[src/rtl/core/bffg_pkg.sv]
`timescale 1ns / 1ps
// ----------------------------------------------------------------------------
// bffg_pkg
// Shared types and codes for the box first-fit grouper: operation codes,
// register indexes, the placement kind and the controller/datapath interface.
// ----------------------------------------------------------------------------
package bffg_pkg;

  // Operation codes carried by the input item.
  localparam logic OP_POINT = 1'b0;
  localparam logic OP_CLEAR = 1'b1;

  // Configuration register indexes.
  localparam int unsigned CFG_IDX_W = 1;
  localparam int unsigned CFG_DATA_W = 24;
  localparam logic [CFG_IDX_W-1:0] REG_BOX_MARGIN = 1'b0;
  localparam logic [CFG_IDX_W-1:0] REG_EXTENT_LIMIT = 1'b1;

  // Register widths and reset values.
  localparam int unsigned MARGIN_W = 23;
  localparam int unsigned LIMIT_W = 24;
  localparam logic [LIMIT_W-1:0] LIMIT_RESET = 24'd24320;

  // Input coordinate and output index widths.
  localparam int unsigned POS_W = 24;
  localparam int unsigned GIDX_W = 4;

  // How a finished cluster is placed.
  typedef enum logic [1:0] {
    KIND_FIT,
    KIND_NEW,
    KIND_FULL
  } bffg_kind_e;

  // Commands from the controller to the datapath.
  typedef struct packed {
    logic       point_upd;  // fold the accepted point into the cluster box
    logic       clear_all;  // empty the group table, drop the cluster
    logic       pad;        // latch the padded cluster box, reset cluster box
    logic       idx_clr;    // restart the group scan
    logic       idx_inc;    // step to the next group
    logic       rd;         // read the group row at the scan index
    logic       merge;      // latch the merged box of cluster and group
    logic       commit;     // apply the placement and load the result
    bffg_kind_e kind;
  } bffg_cmd_t;

  // Status from the datapath to the controller.
  typedef struct packed {
    logic empty;     // no stored groups
    logic full;      // every group slot in use
    logic last;      // scan index is at the last stored group
    logic fit;       // merged box stays within the extent limit
    logic out_busy;  // result register holds an untaken result
  } bffg_status_t;

endpackage

[src/rtl/core/box_first_fit_grouper_top.sv]
`timescale 1ns / 1ps
// ----------------------------------------------------------------------------
// box_first_fit_grouper_top
// Gathers point clusters into bounding boxes, pads them and places each
// closed cluster first-fit into a table of group boxes.
// ----------------------------------------------------------------------------
//  Channel | Direction | Handshake               | Payload
//  in      | input     | in_valid_i / in_stall_o | operation, pos_x/y/z, last_of_cluster
//  out     | output    | out_valid_o/out_stall_i | group_index, opened_group, table_full
//  cfg     | input     | cfg_we_i                | cfg_idx_i, cfg_data_i
//
// A point that does not close a cluster, and a clear, are taken without leaving
// the idle state. A closing point goes on through padding, then a read, merge
// and extent test for each scanned group (at most every stored group), and
// then the commit.
// The commit waits while the result register holds an untaken result.
// Reset clears the group count and the cluster box; the group table is not
// cleared.
module box_first_fit_grouper_top #(
  parameter int MAX_GROUPS = 16,
  parameter int COORD_BITS = 24
) (
  input  logic                              clk_i,
  input  logic                              rst_ni,
  input  logic                              cfg_we_i,
  input  logic [bffg_pkg::CFG_IDX_W-1:0]    cfg_idx_i,
  input  logic [bffg_pkg::CFG_DATA_W-1:0]   cfg_data_i,
  input  logic                              in_valid_i,
  output logic                              in_stall_o,
  input  logic                              operation_i,
  input  logic signed [bffg_pkg::POS_W-1:0] pos_x_i,
  input  logic signed [bffg_pkg::POS_W-1:0] pos_y_i,
  input  logic signed [bffg_pkg::POS_W-1:0] pos_z_i,
  input  logic                              last_of_cluster_i,
  output logic                              out_valid_o,
  input  logic                              out_stall_i,
  output logic [bffg_pkg::GIDX_W-1:0]       group_index_o,
  output logic                              opened_group_o,
  output logic                              table_full_o
);
  import bffg_pkg::*;

  bffg_cmd_t    cmd;
  bffg_status_t status;

  bffg_ctrl u_ctrl (
    .clk_i             (clk_i),
    .rst_ni            (rst_ni),
    .in_valid_i        (in_valid_i),
    .in_stall_o        (in_stall_o),
    .operation_i       (operation_i),
    .last_of_cluster_i (last_of_cluster_i),
    .status_i          (status),
    .cmd_o             (cmd)
  );

  bffg_datapath #(
    .MAX_GROUPS (MAX_GROUPS),
    .COORD_BITS (COORD_BITS)
  ) u_datapath (
    .clk_i          (clk_i),
    .rst_ni         (rst_ni),
    .cfg_we_i       (cfg_we_i),
    .cfg_idx_i      (cfg_idx_i),
    .cfg_data_i     (cfg_data_i),
    .pos_x_i        (pos_x_i),
    .pos_y_i        (pos_y_i),
    .pos_z_i        (pos_z_i),
    .cmd_i          (cmd),
    .status_o       (status),
    .out_valid_o    (out_valid_o),
    .out_stall_i    (out_stall_i),
    .group_index_o  (group_index_o),
    .opened_group_o (opened_group_o),
    .table_full_o   (table_full_o)
  );

endmodule

[src/rtl/core/bffg_ctrl.sv]
`timescale 1ns / 1ps
// ----------------------------------------------------------------------------
// bffg_ctrl
// Sequencer of the grouper: accepts items, runs the first-fit scan over the
// stored groups and commits the placement once the result register is free.
// ----------------------------------------------------------------------------
module bffg_ctrl (
  input  logic                  clk_i,
  input  logic                  rst_ni,
  input  logic                  in_valid_i,
  output logic                  in_stall_o,
  input  logic                  operation_i,
  input  logic                  last_of_cluster_i,
  input  bffg_pkg::bffg_status_t status_i,
  output bffg_pkg::bffg_cmd_t    cmd_o
);
  import bffg_pkg::*;

  typedef enum logic [2:0] {
    ST_IDLE,
    ST_PAD,
    ST_READ,
    ST_MERGE,
    ST_TEST,
    ST_EMIT
  } state_e;

  state_e     state_q, state_d;
  bffg_kind_e kind_q, kind_d;
  logic       accept;

  assign in_stall_o = (state_q != ST_IDLE);
  assign accept = in_valid_i && (state_q == ST_IDLE);

  // Next state and command decode.
  always_comb begin
    state_d = state_q;
    kind_d = kind_q;
    cmd_o = '0;
    cmd_o.kind = kind_q;
    case (state_q)
      ST_IDLE: begin
        if (accept) begin
          if (operation_i == OP_CLEAR) begin
            cmd_o.clear_all = 1'b1;
          end else begin
            cmd_o.point_upd = 1'b1;
            if (last_of_cluster_i) begin
              state_d = ST_PAD;
            end
          end
        end
      end
      ST_PAD: begin
        cmd_o.pad = 1'b1;
        cmd_o.idx_clr = 1'b1;
        if (status_i.empty) begin
          kind_d = KIND_NEW;
          state_d = ST_EMIT;
        end else begin
          state_d = ST_READ;
        end
      end
      ST_READ: begin
        cmd_o.rd = 1'b1;
        state_d = ST_MERGE;
      end
      ST_MERGE: begin
        cmd_o.merge = 1'b1;
        state_d = ST_TEST;
      end
      ST_TEST: begin
        if (status_i.fit) begin
          kind_d = KIND_FIT;
          state_d = ST_EMIT;
        end else if (status_i.last) begin
          kind_d = status_i.full ? KIND_FULL : KIND_NEW;
          state_d = ST_EMIT;
        end else begin
          cmd_o.idx_inc = 1'b1;
          state_d = ST_READ;
        end
      end
      ST_EMIT: begin
        if (!status_i.out_busy) begin
          cmd_o.commit = 1'b1;
          state_d = ST_IDLE;
        end
      end
      default: begin
        state_d = ST_IDLE;
      end
    endcase
  end

  // State register.
  always_ff @(posedge clk_i or negedge rst_ni) begin
    if (!rst_ni) begin
      state_q <= ST_IDLE;
      kind_q <= KIND_FIT;
    end else begin
      state_q <= state_d;
      kind_q <= kind_d;
    end
  end

endmodule

[src/rtl/core/bffg_datapath.sv]
`timescale 1ns / 1ps
// ----------------------------------------------------------------------------
// bffg_datapath
// Cluster box, padding, group table memory, merge and extent test, group
// count, configuration registers and the result register.
// ----------------------------------------------------------------------------
module bffg_datapath #(
  parameter int MAX_GROUPS = 16,
  parameter int COORD_BITS = 24
) (
  input  logic                               clk_i,
  input  logic                               rst_ni,
  input  logic                               cfg_we_i,
  input  logic [bffg_pkg::CFG_IDX_W-1:0]     cfg_idx_i,
  input  logic [bffg_pkg::CFG_DATA_W-1:0]    cfg_data_i,
  input  logic signed [bffg_pkg::POS_W-1:0]  pos_x_i,
  input  logic signed [bffg_pkg::POS_W-1:0]  pos_y_i,
  input  logic signed [bffg_pkg::POS_W-1:0]  pos_z_i,
  input  bffg_pkg::bffg_cmd_t                cmd_i,
  output bffg_pkg::bffg_status_t             status_o,
  output logic                               out_valid_o,
  input  logic                               out_stall_i,
  output logic [bffg_pkg::GIDX_W-1:0]        group_index_o,
  output logic                               opened_group_o,
  output logic                               table_full_o
);
  import bffg_pkg::*;

  localparam int CW = COORD_BITS;
  localparam int IDX_W = (MAX_GROUPS > 1) ? $clog2(MAX_GROUPS) : 1;
  localparam int CNT_W = $clog2(MAX_GROUPS + 1);
  // Wide enough for a coordinate plus or minus the margin, and for an extent.
  localparam int EW = ((CW > int'(POS_W)) ? CW : int'(POS_W)) + 2;
  localparam logic signed [EW-1:0] CTOP = $signed({{(EW-CW+1){1'b0}}, {(CW-1){1'b1}}});
  localparam logic signed [EW-1:0] CBOT = ~CTOP;

  typedef logic [2:0][CW-1:0] box_t;

  // Saturate a wide value to the coordinate range.
  function automatic logic [CW-1:0] sat(input logic signed [EW-1:0] v);
    logic [CW-1:0] r;
    if (v > CTOP) begin
      r = CTOP[CW-1:0];
    end else if (v < CBOT) begin
      r = CBOT[CW-1:0];
    end else begin
      r = v[CW-1:0];
    end
    return r;
  endfunction

  function automatic logic signed [EW-1:0] sext(input logic [CW-1:0] c);
    return $signed({{(EW-CW){c[CW-1]}}, c});
  endfunction

  logic [MARGIN_W-1:0] margin_q;
  logic [LIMIT_W-1:0]  limit_q;
  box_t                cbox_lo_q, cbox_hi_q;
  box_t                cbox_lo_d, cbox_hi_d;
  box_t                pad_lo_q, pad_hi_q, pad_lo_d, pad_hi_d;
  box_t                mrg_lo_q, mrg_hi_q, mrg_lo_d, mrg_hi_d;
  logic [1:0][2:0][CW-1:0] mem_q [MAX_GROUPS];
  logic [1:0][2:0][CW-1:0] rd_q;
  logic [1:0][2:0][CW-1:0] wr_row;
  logic [IDX_W-1:0]    wr_addr;
  logic                wr_en;
  logic [CNT_W-1:0]    count_q;
  logic [IDX_W-1:0]    idx_q;
  logic                out_valid_q;
  logic [GIDX_W-1:0]   out_index_q;
  logic                out_opened_q, out_full_q;
  logic [2:0][CW-1:0]  pnt;
  logic [2:0]          axis_ok;
  logic [IDX_W+GIDX_W-1:0] idx_wide, cnt_wide;

  // Point update of the cluster box and padding of the closed cluster.
  always_comb begin
    pnt[0] = sat($signed({{(EW-POS_W){pos_x_i[POS_W-1]}}, pos_x_i}));
    pnt[1] = sat($signed({{(EW-POS_W){pos_y_i[POS_W-1]}}, pos_y_i}));
    pnt[2] = sat($signed({{(EW-POS_W){pos_z_i[POS_W-1]}}, pos_z_i}));
    for (int a = 0; a < 3; a++) begin
      cbox_lo_d[a] = ($signed(pnt[a]) < $signed(cbox_lo_q[a])) ? pnt[a] : cbox_lo_q[a];
      cbox_hi_d[a] = ($signed(pnt[a]) > $signed(cbox_hi_q[a])) ? pnt[a] : cbox_hi_q[a];
      pad_lo_d[a] = sat(sext(cbox_lo_q[a]) - $signed({{(EW-MARGIN_W){1'b0}}, margin_q}));
      pad_hi_d[a] = sat(sext(cbox_hi_q[a]) + $signed({{(EW-MARGIN_W){1'b0}}, margin_q}));
    end
  end

  // Merge of the padded cluster box with the group row just read.
  always_comb begin
    for (int a = 0; a < 3; a++) begin
      mrg_lo_d[a] = ($signed(pad_lo_q[a]) < $signed(rd_q[0][a])) ? pad_lo_q[a] : rd_q[0][a];
      mrg_hi_d[a] = ($signed(pad_hi_q[a]) > $signed(rd_q[1][a])) ? pad_hi_q[a] : rd_q[1][a];
    end
  end

  // The widest axis fits exactly when every axis fits.
  always_comb begin
    for (int a = 0; a < 3; a++) begin
      axis_ok[a] = (sext(mrg_hi_q[a]) - sext(mrg_lo_q[a]))
                   <= $signed({{(EW-LIMIT_W){1'b0}}, limit_q});
    end
  end

  // Group table write port.
  always_comb begin
    wr_en = 1'b0;
    wr_addr = idx_q;
    wr_row = {pad_hi_q, pad_lo_q};
    if (cmd_i.commit) begin
      case (cmd_i.kind)
        KIND_FIT: begin
          wr_en = 1'b1;
          wr_addr = idx_q;
          wr_row = {mrg_hi_q, mrg_lo_q};
        end
        KIND_NEW: begin
          wr_en = 1'b1;
          wr_addr = count_q[IDX_W-1:0];
        end
        default: begin
          wr_en = 1'b0;
        end
      endcase
    end
  end

  assign idx_wide = {{GIDX_W{1'b0}}, idx_q};
  assign cnt_wide = {{GIDX_W{1'b0}}, count_q[IDX_W-1:0]};

  // Control state, cluster box and configuration registers.
  always_ff @(posedge clk_i or negedge rst_ni) begin
    if (!rst_ni) begin
      margin_q <= '0;
      limit_q <= LIMIT_RESET;
      count_q <= '0;
      idx_q <= '0;
      out_valid_q <= 1'b0;
      for (int a = 0; a < 3; a++) begin
        cbox_lo_q[a] <= CTOP[CW-1:0];
        cbox_hi_q[a] <= CBOT[CW-1:0];
      end
    end else begin
      if (cfg_we_i) begin
        case (cfg_idx_i)
          REG_BOX_MARGIN:   margin_q <= cfg_data_i[MARGIN_W-1:0];
          REG_EXTENT_LIMIT: limit_q <= cfg_data_i[LIMIT_W-1:0];
          default: begin
          end
        endcase
      end
      if (cmd_i.clear_all || cmd_i.pad) begin
        for (int a = 0; a < 3; a++) begin
          cbox_lo_q[a] <= CTOP[CW-1:0];
          cbox_hi_q[a] <= CBOT[CW-1:0];
        end
      end else if (cmd_i.point_upd) begin
        cbox_lo_q <= cbox_lo_d;
        cbox_hi_q <= cbox_hi_d;
      end
      if (cmd_i.clear_all) begin
        count_q <= '0;
      end else if (cmd_i.commit && (cmd_i.kind == KIND_NEW)) begin
        count_q <= count_q + CNT_W'(1);
      end
      if (cmd_i.idx_clr) begin
        idx_q <= '0;
      end else if (cmd_i.idx_inc) begin
        idx_q <= idx_q + IDX_W'(1);
      end
      if (cmd_i.commit) begin
        out_valid_q <= 1'b1;
      end else if (!out_stall_i) begin
        out_valid_q <= 1'b0;
      end
    end
  end

  // Payload registers and the group table memory.
  always_ff @(posedge clk_i) begin
    if (cmd_i.pad) begin
      pad_lo_q <= pad_lo_d;
      pad_hi_q <= pad_hi_d;
    end
    if (cmd_i.rd) begin
      rd_q <= mem_q[idx_q];
    end
    if (wr_en) begin
      mem_q[wr_addr] <= wr_row;
    end
    if (cmd_i.merge) begin
      mrg_lo_q <= mrg_lo_d;
      mrg_hi_q <= mrg_hi_d;
    end
    if (cmd_i.commit) begin
      case (cmd_i.kind)
        KIND_FIT: begin
          out_index_q <= idx_wide[GIDX_W-1:0];
          out_opened_q <= 1'b0;
          out_full_q <= 1'b0;
        end
        KIND_NEW: begin
          out_index_q <= cnt_wide[GIDX_W-1:0];
          out_opened_q <= 1'b1;
          out_full_q <= 1'b0;
        end
        default: begin
          out_index_q <= '0;
          out_opened_q <= 1'b0;
          out_full_q <= 1'b1;
        end
      endcase
    end
  end

  assign status_o.empty = (count_q == '0);
  assign status_o.full = (count_q == CNT_W'(MAX_GROUPS));
  assign status_o.last = (CNT_W'(idx_q) == (count_q - CNT_W'(1)));
  assign status_o.fit = &axis_ok;
  assign status_o.out_busy = out_valid_q && out_stall_i;

  assign out_valid_o = out_valid_q;
  assign group_index_o = out_index_q;
  assign opened_group_o = out_opened_q;
  assign table_full_o = out_full_q;

endmodule

[config.mk]
export PLATFORM = sky130hd
export DESIGN_NAME = box_first_fit_grouper_top
export DESIGN_NICKNAME = d
export VERILOG_FILES = /design/src/rtl/core/bffg_pkg.sv /design/src/rtl/core/box_first_fit_grouper_top.sv /design/src/rtl/core/bffg_ctrl.sv /design/src/rtl/core/bffg_datapath.sv
export SDC_FILE = /design/constraint.sdc
export NUM_CORES = 2
export LEC_CHECK = 0
export ABC_AREA = 1
export ABC_CLOCK_PERIOD_IN_PS = 35200
export BUFFER_PORTS_ARGS = -buffer_cell sky130_fd_sc_hd__buf_4
export CORE_UTILIZATION = 65
export DETAILED_ROUTE_END_ITERATION = 10
export PLACE_DENSITY_LB_ADDON = 0.1
export SYNTH_ARGS = -nofsm -noshare
export SYNTH_HDL_FRONTEND = slang
export SYNTH_SLANG_ARGS = --single-unit
[constraint.sdc]
create_clock -name clk_i -period 35.2 [get_ports clk_i]
set_clock_uncertainty 0.1 [all_clocks]
set_input_delay 7.04 -clock clk_i [delete_from_list [all_inputs] [get_ports clk_i]]
set_output_delay 7.04 -clock clk_i [all_outputs]
set_load 0.005 [all_outputs]
==> results.md <==
* Die X at approximately 450 um
* GRT Util Overall at about two fifths
* Period Utilization, post-route at a little under a third
* Synth Register Bits at 2948
* Area contributors post-synth: edfxtp_1 62%, o21ai_0 5.4%, ha_1 5.4%
* Vias per Instance at 6.645
* Final setup vio count at 0
* WHS at around 0.38 ns
* Detail Placement HPWL at 252.6 mm
* Post-synth top area share at 62.01%
* Via count at ~94000
* Crit-path most repeated cell: buf_4
* CTS Buffer Depth at 4
* Leak Pwr at 53.13 nW
* Final Util at 71.95%
* DR iter-0 viols at 13640
* Grt total ovfl at 0
* Drt total wl at 414.4 mm
* CP Class: input port to flip-flop
* Num CTS Buffers at 311
* Hold Path Class: flip-flop to flip-flop
* Number of library cell types mapped by synthesis at 64
* Status: finished, final reports clean
* Worst Tran Pin Value at 1.446 ns
* Setup WS pre-CTS at around 23 ns
* Psw at 5.550 mW
* Syn_area_per_cell at 11.73 um^2
* TritonCTS clock tree: built
* Critical path capture point type: flip-flop
* First-pass GRT wire length at 593.1 mm
* Setup TNS at 0 ns
* Input/output buffers at 111
* Peak VDD IR at 0.08744 mV
* Critical path, cell by cell: buf_4, nand2_1, inv_1, nor2_2, inv_2, nor2_1, inv_2, a22oi_1, nand2_1, nor2_4, buf_4, buf_4
* Post-synth top area cell: edfxtp_1
* Postcts setup bufs at 0
* Root Driver: clkbuf_16
* Area of the multi-input gates at 39940 um^2
* Worst setup SP type: input port
* Post-CTS Resized at 0
* Die area at 206100 um^2
* Initial antenna violation count at 46
* Hold Fails Final Rpt at 0
* # DRC at 0
* Power Total at 13.78 mW
* Skew-Pair Late Insertion Delay at roughly 0.96 ns
* Detailed Routing Iterations Pass 1 at 7
* Row count at between 150 and 200
* Fin crit period at 11.01 ns
* Achievable frequency at 90.84 MHz
* Logic pwr share at about two fifths
* Post-Synthesis Cells at 11320
* Critical path's slowest cell: nor2_4
* Internal power at 8.226 mW
* FFs w/ async S/R, synth at 6.988%
* Min setup slack post-route at between 20 and 25 ns
* Synth Flop Type: edfxtp_1
* Sequential fraction of the synthesis area at between 60 and 70%
* ANT nets after route at 0
* Crit-path max FO at 44
* CP required at roughly 36 ns
* Core Region at between 200000 and 250000 um^2
* Clock transition at path regs at 0.06 ns
* I/O pin total at roughly 110
* Max_cap viols at 0
* Post-Synthesis Cell Area at 132800 um^2
* Mapped Nets at around 12000
* Syn. warnings at 0
* # nets final at between 10000 and 15000
* RePlAce Congestion at 0.9432
* Reg power frac at 38.8%
* Power Density at 94.55 nW/um^2
* Critical Path AT at 11.46 ns
* Synth-to-Final Area Change at 9.737%
* Clock power frac at 22.8%
* Sw frac at 40.29%
* Hold_buf cts at 0
* Initial Util at 65.56%
* Wire per inst at 29.19 um
* FF+latch area at 87610 um^2
* Layout cells sized above 1 at between 8 and 9%
* Max stage delay on crit path at 0.89 ns
* CTS H-tree lvls at 5
* Slew HR at 2.591%
* Largest net degree at the start of global routing at 193
* RSZ-0062 raised after global routing: no
* Clock sinks at 2948
* Number of fillers in the final layout at 13650
* Slew Limit Fails at 0
* Number of synthesized flops with an enable pin at 2742
* Vias in the first global route at 88860
* Reg-to-reg slack, setup at 29.13 ns
* Die Y at approximately 450 um
path summary, 6_finish.rpt:
kind | from | endpoint | depth (start not counted)
setup / recovery | out_stall_i | u_datapath.mem_q[7][62] | 12
hold / removal | u_datapath.cbox_lo_q[23] | u_datapath.cbox_lo_q[23] | 2
setup reg to reg | u_datapath.idx_q[0] | u_datapath.mem_q[7][62] | 8
hold reg to reg | u_datapath.cbox_lo_q[23] | u_datapath.cbox_lo_q[23] | 2
max in group asynchronous | rst_ni | u_datapath.cbox_hi_q[66] | 2
min in group asynchronous | rst_ni | u_datapath.cbox_hi_q[22] | 1
power groups by stage:
stage	Sequential, mW	Clock [mW]	Combinational (mW)
after global routing	5.35	3.27	5.79
after CTS	5.31	3.14	5.16
after detailed placement	5.37	0	5.12
after floorplan	5.13	0	3.53
after global placement	5.37	0	4.95
final	5.35	3.14	5.29
critical path, delay by kind of cell:
family,cells,cell delay (ns)
buffers and inverters,6,2.13
AOI/OAI and AO/OA,1,0.25
and+or+nand+nor,5,1.89
registers in the layout, indices dropped and copies added (netlist names), 24 cells and up:
| register | cells |
|---|---|
| u_datapath.rd_q | 144 |
| u_datapath.mem_q | 2304 |
| u_datapath.pad_lo_q | 72 |
| u_datapath.cbox_hi_q | 72 |
| u_datapath.pad_hi_q | 72 |
| u_datapath.mrg_hi_q | 72 |
| u_datapath.mrg_lo_q | 72 |
| u_datapath.cbox_lo_q | 72 |
| u_datapath.limit_q | 24 |
final cells by class:
cell class | count | share of cell area, %
timing repair buffer | 287 | 1.633
clock buffer | 381 | 5.659
tap | 2672 | 2.294
antenna | 34 | 0.05839
multi-input combinational | 6982 | 27.41
sequential | 2948 | 60.12
inverter | 748 | 1.953
clock inverter | 147 | 0.8707
per-layer routing:
| layer | track usage, % | vias up | wire length [um] |
|---|---|---|---|
| met4 | 22.96 | 42 | 26500 |
| met5 | 0 | - | 304 |
| met2 | 59.44 | 6372 | 183600 |
| met1 | 52.04 | 45670 | 146700 |
| li1 | - | 41100 | - |
| met3 | 12.22 | 1167 | 57250 |
synthesized netlist by cell type, types with 34 or more instances:
cell type and count:
dfstp_2 78, o22ai_1 292, ha_1 568, inv_1 731, o221ai_1 297, xnor2_1 98, nand2_1 1512, dfrtp_1 128
buf_2 94, nand4_1 52, mux2_2 42, nor2_1 959, o21ai_0 1433, xor2_1 104, edfxtp_1 2742, nor3_1 44
clkbuf_1 505, o21a_1 48, a21oi_1 1015, a31oi_1 34, nand3_1 205
metrics by stage:
stage | std cells | area (um^2)
after floorplan | 11320 | 132800
after global routing | 14180 | 145700
final | 14200 | 145700
after global placement | 13640 | 136100
after detailed placement | 13640 | 136100
after CTS | 14160 | 145600
layout by cell type (no fill, tap or decap), types with 52 or more instances in the layout:
master     Yosys  layout
edfxtp_1    2742    2742
nand2_1     1512    1509
o21ai_0     1433    1417
a21oi_1     1015    1015
nor2_1       959     942
inv_1        731     727
ha_1         568     568
clkbuf_16      0     319
o221ai_1     297     297
o22ai_1      292     292
buf_4         18     267
nand3_1      205     205
dfrtp_1      128     124
xor2_1       104     103
xnor2_1       98      97
dfstp_2       78      78
clkbuf_1     505      59
nand4_1       52      52
kinds of logic after synthesis:
family                   count (synthesis)  synth area share [%]
AO/OA/AOI/OAI                         3273                 13.85
flip-flops                            2948                 65.97
AND/OR/NAND/NOR                       2861                 8.670
buffers and inverters                 1390                 4.102
adder cells (fa/ha/maj)                577                 5.488
XOR/XNOR                               205                 1.369
multiplexers                            66                0.5597
Power figures use the tool's default switching activity.
